`src/bct_pkg.sv`:
```
// ----------------------------------------------------------------------------
// bct_pkg
// Shared constants, codes and controller/datapath interface types for the
// beat clock tracker.
// ----------------------------------------------------------------------------
package bct_pkg;

  // Saturation range of the time values is [-2^TIME_BITS, 2^TIME_BITS-1]
  localparam int TIME_BITS = 48;
  localparam int TW        = 49;   // time field width
  localparam int BW        = 40;   // beat field width
  localparam int TEMPO_W   = 24;
  localparam int A_W       = 56;   // multiplicand width
  localparam int M_W       = 24;   // multiplier width
  localparam int D_W       = 40;   // divisor width
  localparam int P_W       = A_W + M_W;
  localparam int ND_W      = 89;   // dividend / quotient width
  localparam int SUM_W     = 66;

  localparam logic [M_W-1:0]     MS_PER_MIN_Q8 = 24'd15360000;
  localparam logic [TEMPO_W-1:0] TEMPO_RESET   = 24'd30720;
  localparam logic [BW-1:0]      BEAT_MAX      = {BW{1'b1}};
  localparam logic [16:0]        PHASE_ONE     = 17'd65536;

  localparam logic signed [SUM_W-1:0] T_MAX =
    (66'sd1 <<< TIME_BITS) - 66'sd1;
  localparam logic signed [SUM_W-1:0] T_MIN = -T_MAX - 66'sd1;

  // Request codes; other codes act as a query
  localparam logic [2:0] REQ_QUERY     = 3'd0;
  localparam logic [2:0] REQ_SET_TEMPO = 3'd1;
  localparam logic [2:0] REQ_SET_PHASE = 3'd2;
  localparam logic [2:0] REQ_JUMP      = 3'd3;
  localparam logic [2:0] REQ_SHIFT     = 3'd4;
  localparam logic [2:0] REQ_BEAT_TIME = 3'd5;

  typedef enum logic [2:0] {
    MD_SNAP,
    MD_TEMPO,
    MD_PHASE,
    MD_JUMP,
    MD_BTIME
  } md_sel_t;

  typedef enum logic [3:0] {
    ST_IDLE,
    ST_DECODE,
    ST_SNAP0_W,
    ST_OP_START,
    ST_OP_W,
    ST_APPLY,
    ST_SNAP1,
    ST_SNAP1_W,
    ST_DONE
  } state_t;

  typedef struct packed {
    logic    capture;
    logic    md_start;
    md_sel_t md_sel;
    logic    snap_latch;
    logic    apply;
    logic    load_out;
  } bct_cmd_t;

  typedef struct packed {
    logic       md_done;
    logic [2:0] kind;
    logic       tempo_zero;
    logic       out_free;
  } bct_stat_t;

endpackage

```
`src/bct_muldiv.sv`:
```
// ----------------------------------------------------------------------------
// bct_muldiv
// Sequential floor(a * m / d): shift-add multiply over the multiplier bits,
// then restoring division one quotient bit per cycle. With sh16 set the
// product is scaled by 2^16 so the low quotient bits give the fraction.
// ----------------------------------------------------------------------------
module bct_muldiv (
  input  logic                       clk,
  input  logic                       rst,
  input  logic                       start,
  input  logic [bct_pkg::A_W-1:0]    a,
  input  logic [bct_pkg::M_W-1:0]    m,
  input  logic [bct_pkg::D_W-1:0]    d,
  input  logic                       sh16,
  output logic                       done,
  output logic [bct_pkg::ND_W-1:0]   q
);
  import bct_pkg::*;

  localparam int CNT_W = $clog2(ND_W);

  logic             busy;
  logic             mul_ph;
  logic [CNT_W-1:0] cnt;
  logic [A_W-1:0]   a_r;
  logic [M_W-1:0]   m_r;
  logic [D_W-1:0]   d_r;
  logic             sh_r;
  logic [P_W-1:0]   acc;
  logic [P_W-1:0]   acc_next;
  logic [ND_W-1:0]  nd;
  logic [D_W-1:0]   rem;
  logic [D_W:0]     rem_sh;
  logic [D_W:0]     rem_sub;
  logic             ge;

  always_comb begin
    acc_next = {acc[P_W-2:0], 1'b0} + (m_r[M_W-1] ? {{M_W{1'b0}}, a_r} : '0);
    rem_sh   = {rem, nd[ND_W-1]};
    rem_sub  = rem_sh - {1'b0, d_r};
    ge       = (rem_sh >= {1'b0, d_r});
  end

  always_ff @(posedge clk) begin
    if (rst) begin
      busy   <= 1'b0;
      mul_ph <= 1'b0;
      done   <= 1'b0;
      cnt    <= '0;
    end else begin
      done <= 1'b0;
      if (start) begin
        busy   <= 1'b1;
        mul_ph <= 1'b1;
        cnt    <= CNT_W'(M_W - 1);
      end else if (busy && mul_ph) begin
        if (cnt == '0) begin
          mul_ph <= 1'b0;
          cnt    <= CNT_W'(ND_W - 1);
        end else begin
          cnt <= cnt - 1'b1;
        end
      end else if (busy) begin
        if (cnt == '0) begin
          busy <= 1'b0;
          done <= 1'b1;
        end else begin
          cnt <= cnt - 1'b1;
        end
      end
    end
  end

  always_ff @(posedge clk) begin
    if (start) begin
      a_r  <= a;
      m_r  <= m;
      d_r  <= d;
      sh_r <= sh16;
      acc  <= '0;
    end else if (busy && mul_ph) begin
      acc <= acc_next;
      m_r <= {m_r[M_W-2:0], 1'b0};
      if (cnt == '0) begin
        rem <= '0;
        // scaled product stays below 2^73 when sh16 is used
        nd  <= sh_r ? {acc_next[ND_W-17:0], 16'b0}
                    : {{(ND_W-P_W){1'b0}}, acc_next};
      end
    end else if (busy) begin
      rem <= ge ? rem_sub[D_W-1:0] : rem_sh[D_W-1:0];
      nd  <= {nd[ND_W-2:0], ge};
    end
  end

  assign q = nd;

endmodule

```
`src/bct_datapath.sv`:
```
// ----------------------------------------------------------------------------
// bct_datapath
// Grid state, captured request, operand selection for the shared mul/div
// unit, state updates and the output register.
// ----------------------------------------------------------------------------
module bct_datapath (
  input  logic                            clk,
  input  logic                            rst,
  input  bct_pkg::bct_cmd_t               cmd,
  output bct_pkg::bct_stat_t              stat,
  input  logic [2:0]                      req_type,
  input  logic [46:0]                     now_ms,
  input  logic [23:0]                     tempo_value,
  input  logic [16:0]                     phase_value,
  input  logic signed [39:0]              beat_number,
  input  logic signed [31:0]              shift_ms,
  output logic                            out_valid,
  input  logic                            out_ready,
  output logic [39:0]                     beat_count,
  output logic [15:0]                     phase_frac,
  output logic signed [48:0]              grid_start_ms,
  output logic [23:0]                     tempo_now,
  output logic signed [48:0]              beat_time_ms,
  output logic                            ignored
);
  import bct_pkg::*;

  // grid state
  logic signed [TW-1:0]  start_time;
  logic [TEMPO_W-1:0]    tempo_reg;

  // captured request
  logic [2:0]            kind_r;
  logic [46:0]           now_r;
  logic [TEMPO_W-1:0]    tval_r;
  logic [16:0]           pval_r;
  logic signed [39:0]    bnum_r;
  logic signed [31:0]    delta_r;

  // working results
  logic [BW-1:0]         beat;
  logic [15:0]           phase;
  logic signed [TW-1:0]  btime;
  logic                  ign;

  // mul/div operands
  logic [A_W-1:0]        md_a;
  logic [M_W-1:0]        md_m;
  logic [D_W-1:0]        md_d;
  logic                  md_sh;
  logic                  md_done;
  logic [ND_W-1:0]       md_q;

  logic signed [49:0]    dsn;
  logic [BW-1:0]         beat_m1;
  logic                  bnum_low;
  logic [BW-1:0]         jump_a;
  logic signed [40:0]    bnum_x;
  logic [40:0]           mag;
  logic [16:0]           pclamp;
  logic [63:0]           off;
  logic [ND_W-17:0]      qi;

  logic signed [SUM_W-1:0] sub_s;
  logic signed [TW-1:0]    sub_res;
  logic signed [SUM_W-1:0] add_b;
  logic signed [SUM_W-1:0] add_s;
  logic signed [TW-1:0]    add_res;

  always_comb begin
    dsn      = $signed({3'b0, now_r}) - $signed({start_time[TW-1], start_time});
    beat_m1  = beat - 1'b1;
    bnum_low = bnum_r[39] || (bnum_r == '0);
    jump_a   = bnum_low ? '0 : 40'(bnum_r - 40'sd1);
    bnum_x   = {bnum_r[39], bnum_r};
    mag      = bnum_low ? 41'(41'sd1 - bnum_x) : 41'(bnum_x - 41'sd1);
    pclamp   = (pval_r > PHASE_ONE) ? PHASE_ONE : pval_r;

    md_a  = '0;
    md_m  = MS_PER_MIN_Q8;
    md_d  = {{(D_W-TEMPO_W){1'b0}}, tempo_reg};
    md_sh = 1'b0;
    unique case (cmd.md_sel)
      MD_SNAP: begin
        // before the grid start the beat is 1 with phase 0
        md_a  = dsn[49] ? '0 : {{(A_W-TW){1'b0}}, dsn[TW-1:0]};
        md_m  = tempo_reg;
        md_d  = {{(D_W-M_W){1'b0}}, MS_PER_MIN_Q8};
        md_sh = 1'b1;
      end
      MD_TEMPO: begin
        md_a = {{(A_W-BW){1'b0}}, beat_m1};
        md_d = {{(D_W-TEMPO_W){1'b0}}, tval_r};
      end
      MD_PHASE: begin
        md_a = {beat_m1, 16'b0} + {{(A_W-17){1'b0}}, pclamp};
        md_d = {tempo_reg, 16'b0};
      end
      MD_JUMP:  md_a = {{(A_W-BW){1'b0}}, jump_a};
      MD_BTIME: md_a = {{(A_W-41){1'b0}}, mag};
      default:  md_a = '0;
    endcase
  end

  bct_muldiv u_muldiv (
    .clk   (clk),
    .rst   (rst),
    .start (cmd.md_start),
    .a     (md_a),
    .m     (md_m),
    .d     (md_d),
    .sh16  (md_sh),
    .done  (md_done),
    .q     (md_q)
  );

  always_comb begin
    off = md_q[63:0];
    qi  = md_q[ND_W-1:16];

    // now - off, saturating at the low end
    sub_s = $signed({19'b0, now_r}) - $signed({2'b0, off});
    sub_res = (sub_s < T_MIN) ? T_MIN[TW-1:0] : sub_s[TW-1:0];

    if (kind_r == REQ_SHIFT) begin
      add_b = {{(SUM_W-32){delta_r[31]}}, delta_r};
    end else if (bnum_low) begin
      add_b = -$signed({2'b0, off});
    end else begin
      add_b = $signed({2'b0, off});
    end
    add_s = {{(SUM_W-TW){start_time[TW-1]}}, start_time} + add_b;
    if (add_s > T_MAX) begin
      add_res = T_MAX[TW-1:0];
    end else if (add_s < T_MIN) begin
      add_res = T_MIN[TW-1:0];
    end else begin
      add_res = add_s[TW-1:0];
    end
  end

  always_ff @(posedge clk) begin
    if (rst) begin
      start_time <= '0;
      tempo_reg  <= TEMPO_RESET;
      out_valid  <= 1'b0;
    end else begin
      if (cmd.apply) begin
        case (kind_r) inside
          REQ_SET_TEMPO: begin
            if (tval_r != '0) begin
              tempo_reg  <= tval_r;
              start_time <= sub_res;
            end
          end
          REQ_SET_PHASE, REQ_JUMP: start_time <= sub_res;
          REQ_SHIFT:               start_time <= add_res;
          default: ;
        endcase
      end
      if (cmd.load_out) begin
        out_valid <= 1'b1;
      end else if (out_ready) begin
        out_valid <= 1'b0;
      end
    end
  end

  always_ff @(posedge clk) begin
    if (cmd.capture) begin
      kind_r  <= req_type;
      now_r   <= now_ms;
      tval_r  <= tempo_value;
      pval_r  <= phase_value;
      bnum_r  <= beat_number;
      delta_r <= shift_ms;
      btime   <= '0;
      ign     <= 1'b0;
    end
    if (cmd.apply) begin
      if (kind_r == REQ_BEAT_TIME) begin
        btime <= add_res;
      end
      if (kind_r == REQ_SET_TEMPO && tval_r == '0) begin
        ign <= 1'b1;
      end
    end
    if (cmd.snap_latch) begin
      if (qi >= (ND_W-16)'(BEAT_MAX - 1'b1)) begin
        beat  <= BEAT_MAX;
        phase <= '0;
      end else begin
        beat  <= qi[BW-1:0] + 1'b1;
        phase <= md_q[15:0];
      end
    end
    if (cmd.load_out) begin
      beat_count    <= beat;
      phase_frac    <= phase;
      grid_start_ms <= start_time;
      tempo_now     <= tempo_reg;
      beat_time_ms  <= btime;
      ignored       <= ign;
    end
  end

  assign stat.md_done    = md_done;
  assign stat.kind       = kind_r;
  assign stat.tempo_zero = (tval_r == '0);
  assign stat.out_free   = !out_valid || out_ready;

endmodule

```
`src/bct_ctrl.sv`:
```
// ----------------------------------------------------------------------------
// bct_ctrl
// Request sequencer: orders the snapshot and offset computations on the
// shared mul/div unit and hands the result to the output register.
// ----------------------------------------------------------------------------
module bct_ctrl (
  input  logic                clk,
  input  logic                rst,
  input  logic                in_valid,
  output logic                in_ready,
  input  bct_pkg::bct_stat_t  stat,
  output bct_pkg::bct_cmd_t   cmd
);
  import bct_pkg::*;

  state_t state;
  state_t state_next;

  always_ff @(posedge clk) begin
    if (rst) begin
      state <= ST_IDLE;
    end else begin
      state <= state_next;
    end
  end

  always_comb begin
    state_next = state;
    cmd        = '0;
    cmd.md_sel = MD_SNAP;
    in_ready   = 1'b0;
    unique case (state)
      ST_IDLE: begin
        in_ready = 1'b1;
        if (in_valid) begin
          cmd.capture = 1'b1;
          state_next  = ST_DECODE;
        end
      end
      ST_DECODE: begin
        if ((stat.kind == REQ_SET_TEMPO && !stat.tempo_zero) ||
            stat.kind == REQ_SET_PHASE) begin
          // these re-anchor around the beat in force before the change
          cmd.md_start = 1'b1;
          cmd.md_sel   = MD_SNAP;
          state_next   = ST_SNAP0_W;
        end else if (stat.kind == REQ_JUMP) begin
          cmd.md_start = 1'b1;
          cmd.md_sel   = MD_JUMP;
          state_next   = ST_OP_W;
        end else if (stat.kind == REQ_BEAT_TIME) begin
          cmd.md_start = 1'b1;
          cmd.md_sel   = MD_BTIME;
          state_next   = ST_OP_W;
        end else begin
          state_next = ST_APPLY;
        end
      end
      ST_SNAP0_W: begin
        if (stat.md_done) begin
          cmd.snap_latch = 1'b1;
          state_next     = ST_OP_START;
        end
      end
      ST_OP_START: begin
        cmd.md_start = 1'b1;
        cmd.md_sel   = (stat.kind == REQ_SET_TEMPO) ? MD_TEMPO : MD_PHASE;
        state_next   = ST_OP_W;
      end
      ST_OP_W: begin
        if (stat.md_done) begin
          state_next = ST_APPLY;
        end
      end
      ST_APPLY: begin
        cmd.apply  = 1'b1;
        state_next = ST_SNAP1;
      end
      ST_SNAP1: begin
        cmd.md_start = 1'b1;
        cmd.md_sel   = MD_SNAP;
        state_next   = ST_SNAP1_W;
      end
      ST_SNAP1_W: begin
        if (stat.md_done) begin
          cmd.snap_latch = 1'b1;
          state_next     = ST_DONE;
        end
      end
      ST_DONE: begin
        if (stat.out_free) begin
          cmd.load_out = 1'b1;
          state_next   = ST_IDLE;
        end
      end
      default: state_next = ST_IDLE;
    endcase
  end

endmodule

```
`src/beat_clock_tracker.sv`:
```
// ----------------------------------------------------------------------------
// beat_clock_tracker
// Beat grid tracker: keeps the start time of beat 1 and a tempo, and answers
// one result beat per request beat.
//
// Input channel (in_valid/in_ready) takes a request: kind, current time and
// the arguments of the kind. Output channel (out_valid/out_ready) gives the
// beat and phase at that time, grid start, tempo, asked beat time, ignored.
// Each mul/div pass runs a multiply phase over the 24 multiplier bits, then a
// divide phase over the 89 quotient bits (one quotient bit per cycle on the
// shared unit). Query, shift and ignored tempo requests need one pass, jump
// and beat time two, set tempo and set phase three.
// One request is in work at a time; a new one is taken as soon as the
// previous result sits in the output register, even if it is not yet taken.
// When the receiver stalls, a finished request waits until the output
// register frees, and input is held off until then.
// Reset clears the grid start to 0 and sets the tempo to 120 BPM.
// ----------------------------------------------------------------------------
module beat_clock_tracker (
  input  logic               clk,
  input  logic               rst,
  input  logic               in_valid,
  output logic               in_ready,
  input  logic [2:0]         req_type,
  input  logic [46:0]        now_ms,
  input  logic [23:0]        tempo_value,
  input  logic [16:0]        phase_value,
  input  logic signed [39:0] beat_number,
  input  logic signed [31:0] shift_ms,
  output logic               out_valid,
  input  logic               out_ready,
  output logic [39:0]        beat_count,
  output logic [15:0]        phase_frac,
  output logic signed [48:0] grid_start_ms,
  output logic [23:0]        tempo_now,
  output logic signed [48:0] beat_time_ms,
  output logic               ignored
);
  import bct_pkg::*;

  bct_cmd_t  cmd;
  bct_stat_t stat;

  bct_ctrl u_ctrl (
    .clk      (clk),
    .rst      (rst),
    .in_valid (in_valid),
    .in_ready (in_ready),
    .stat     (stat),
    .cmd      (cmd)
  );

  bct_datapath u_dp (
    .clk           (clk),
    .rst           (rst),
    .cmd           (cmd),
    .stat          (stat),
    .req_type      (req_type),
    .now_ms        (now_ms),
    .tempo_value   (tempo_value),
    .phase_value   (phase_value),
    .beat_number   (beat_number),
    .shift_ms      (shift_ms),
    .out_valid     (out_valid),
    .out_ready     (out_ready),
    .beat_count    (beat_count),
    .phase_frac    (phase_frac),
    .grid_start_ms (grid_start_ms),
    .tempo_now     (tempo_now),
    .beat_time_ms  (beat_time_ms),
    .ignored       (ignored)
  );

endmodule

```
`config.mk`:
```
export PLATFORM = sky130hd
export DESIGN_NAME = beat_clock_tracker
export DESIGN_NICKNAME = d
export VERILOG_FILES = /design/src/bct_pkg.sv /design/src/bct_muldiv.sv /design/src/bct_datapath.sv /design/src/bct_ctrl.sv /design/src/beat_clock_tracker.sv
export SDC_FILE = /design/constraint.sdc
export NUM_CORES = 2
export LEC_CHECK = 0
export ABC_AREA = 1
export BUFFER_PORTS_ARGS = -buffer_cell sky130_fd_sc_hd__buf_2
export CAP_MARGIN = 5
export CORE_MARGIN = 2
export CORE_UTILIZATION = 33
export CTS_BUF_LIST = sky130_fd_sc_hd__clkbuf_2 sky130_fd_sc_hd__clkbuf_4 sky130_fd_sc_hd__clkbuf_8
export CTS_CLUSTER_SIZE = 12
export DETAILED_ROUTE_END_ITERATION = 12
export PLACE_DENSITY = 0.56
export RECOVER_POWER = 25
export SYNTH_ARGS = -nofsm -noshare
export SYNTH_HDL_FRONTEND = slang
export SYNTH_SLANG_ARGS = --single-unit
export TNS_END_PERCENT = 20
```
`constraint.sdc`:
```
create_clock -name clk -period 17.1 [get_ports clk]
set_input_delay 1.71 -clock clk [delete_from_list [all_inputs] [get_ports clk]]
set_output_delay 1.71 -clock clk [all_outputs]
set_load 0.02 [all_outputs]
```
==> metrics <==
Final Cycle Share=56.2%; Worst slew margin=-341%; Routed Antenna Nets=0; Clock Skew=0.0760 ns; Die ar.=188000 um2; first-pass GRT wire length=409 mm; hold path depth=0; worst path bufs/invs=3; most frequent CP cell=clkbuf_1; top-area cell type share of the netlist area=32.0%; EDFF count, synth=648; CP peak stage delay=4.54 ns; setup total negative slack=0 ns; Synth Instances=8381; Total Routing Usage GR=30.3%; TritonRoute pass-1 iters=8; CORE AREA=183000 um2; Final Cell Area=68900 um2; Fmax=104 MHz; postcts setup bufs=0; routed via count=59812; vias per cell=5.27; root buf cell=clkbuf_8; number of remaining DRC errors=0; Hold WS=0.419 ns; Reg2Reg Depth=6; Lkg Pwr=30.2 nW; Crit Path Class=reg -> reg; CP max FO=147; Worst-path clk slew=0.07 ns; CTS Sinks=865; Initial Utilization=33.2%; Skew-Pair Late Insertion Delay=0.99 ns; Layout area overhead=13.4%; Multi-input gate area=31000 um2; clk buf depth=3; Critical Path RT=17.79 ns; failing checks=capacitance limit, slew limit; synthesized area=60800 um2; fin nets=9175; most frequent cells in the layout=nand2_1 (2050), inv_1 (1324), nor2_1 (885); commonest non-fill, non-tap cell in the layout=nand2_1; Slowest cell on crit path=clkbuf_1; Die Y=433 um; type of origin of the critical path=flip-flop; H-tree levels=4; crit path capture type=flip-flop; RSZ-0062 raised after global routing=false; Final WS setup=7.49 ns; Fin. Hold Viols=0; number of synthesized register bits=865; syn avg cell area=7.25 um2; post-DP HPWL=238 mm; Critical Path Stages=6; Die W=433 um; Worst-Margin Slew=6.61 ns; DP Cell Count=11035; GP Congestion=1.03; CTS tree=built; num rows=157; delay-heaviest family, CP=buffers and inverters; DR WL/cell=25.6 um; pre-CTS setup slack=9.01 ns; Critical Path AT=10.30 ns; antenna violations before repair=18; max-slew violations=373; PD cells=145 nW/um2; post-route non-filler standard cell count=11358; CP Cell Sequence=nand2_2 > clkbuf_1 > clkinvlp_2 > clkbuf_1 > nand3_1 > o22ai_1; Hold-fix buffers, CTS=0; vias in the first global route=56499; largest net degree at the start of global routing=148; share of layout cells above drive strength 1=10.1%; asr flop ratio synth=0%; Placement Cell Area=65200 um2; FF+latch area=23800 um2; Synth area leaders=edfxtp_1 (32%), nand2_1 (13%), inv_1 (8.2%); Synth Net Count=8818; FILL cells=19660; register area share after synthesis=39.2%; final setup fails=0; PostCTS Resize Cnt=0; Ys Warns=0; status=finished, violations left; largest area contributor in the synthesized netlist=edfxtp_1; Max Cap Viol=7; DRT iter0 DRCs=6658; overflow left after global routing=0; CTS Buf Count=164; DRT Wirelength=291 mm; number of buffers added on ports=347; Worst VDD drop=117 uV; Synth Flop Type=edfxtp_1; I/O pins=348; post-synth cell types=72; Min-Delay Path Class=reg -> reg; max FFs per register=89; crit path time final=9.61 ns
## final cells by class
class / instances / share of cell area [%]
multi-input cells: 5937 / 45.0
flip-flops and latches: 865 / 34.5
inverters: 1364 / 7.43
well taps: 2464 / 4.47
clock buffers: 215 / 3.97
repair buffers: 406 / 3.07
clock inverters: 92 / 1.50
diodes: 15 / 0.0545
## layer usage
metal	track usage, %	share of wire (%)
met1	41.9	45
met2	45.7	43
met3	7.05	8.3
met4	11.7	4.3
met5	0	0.028
## cell usage after synthesis, types with 17 or more instances
cell       count
nand2_1     2054
inv_1       1326
nor2_1       893
edfxtp_1     648
a21oi_1      544
o21ai_0      517
nand3_1      444
ha_1         265
xor2_1       234
dfxtp_1      217
clkbuf_1     160
nor3_1       127
nand4_1       85
xnor2_1       82
nor4_1        68
nand2_2       67
o211ai_1      67
a31oi_1       61
o22ai_1       57
nor2_2        46
or2_2         35
a21o_1        32
inv_2         29
o2111ai_1     27
o21bai_1      26
buf_2         20
o21a_1        17
## worst paths after layout
path / start / end / slack (ns)
worst min register to register: u_dp.phase[11] / u_dp.phase_frac[11] / 0.42
worst max-delay path: u_dp.u_muldiv.mul_ph / u_dp.u_muldiv.q[0] / 7.49
worst max register to register: u_dp.u_muldiv.mul_ph / u_dp.u_muldiv.q[0] / 7.49
worst min-delay path: u_dp.phase[11] / u_dp.phase_frac[11] / 0.42
## logic make-up after synthesis
family          Yosys count  synth area share (%)
flops                   865                  39.2
buf+inv                1579                  10.0
xor+xnor                316                  4.55
simple gates           3911                  27.4
compound gates         1440                  13.3
fa+ha+maj               270                  5.62
## where the power goes
part | switching [mW] | internal [mW]
clock | 1.05 | 1.34
sequential | 0.344 | 2.77
combinational | 3.29 | 1.22
total | 4.68 | 5.33
## through the flow
step	power [mW]	util (%)
3_5_place_dp	7.56	35.6
4_1_cts	9.98	37.7
2_1_floorplan	5.88	-
3_3_place_gp	7.57	35.6
6_report	10.0	37.6
5_1_grt	10.6	37.6
Power figures use the tool's default switching activity.
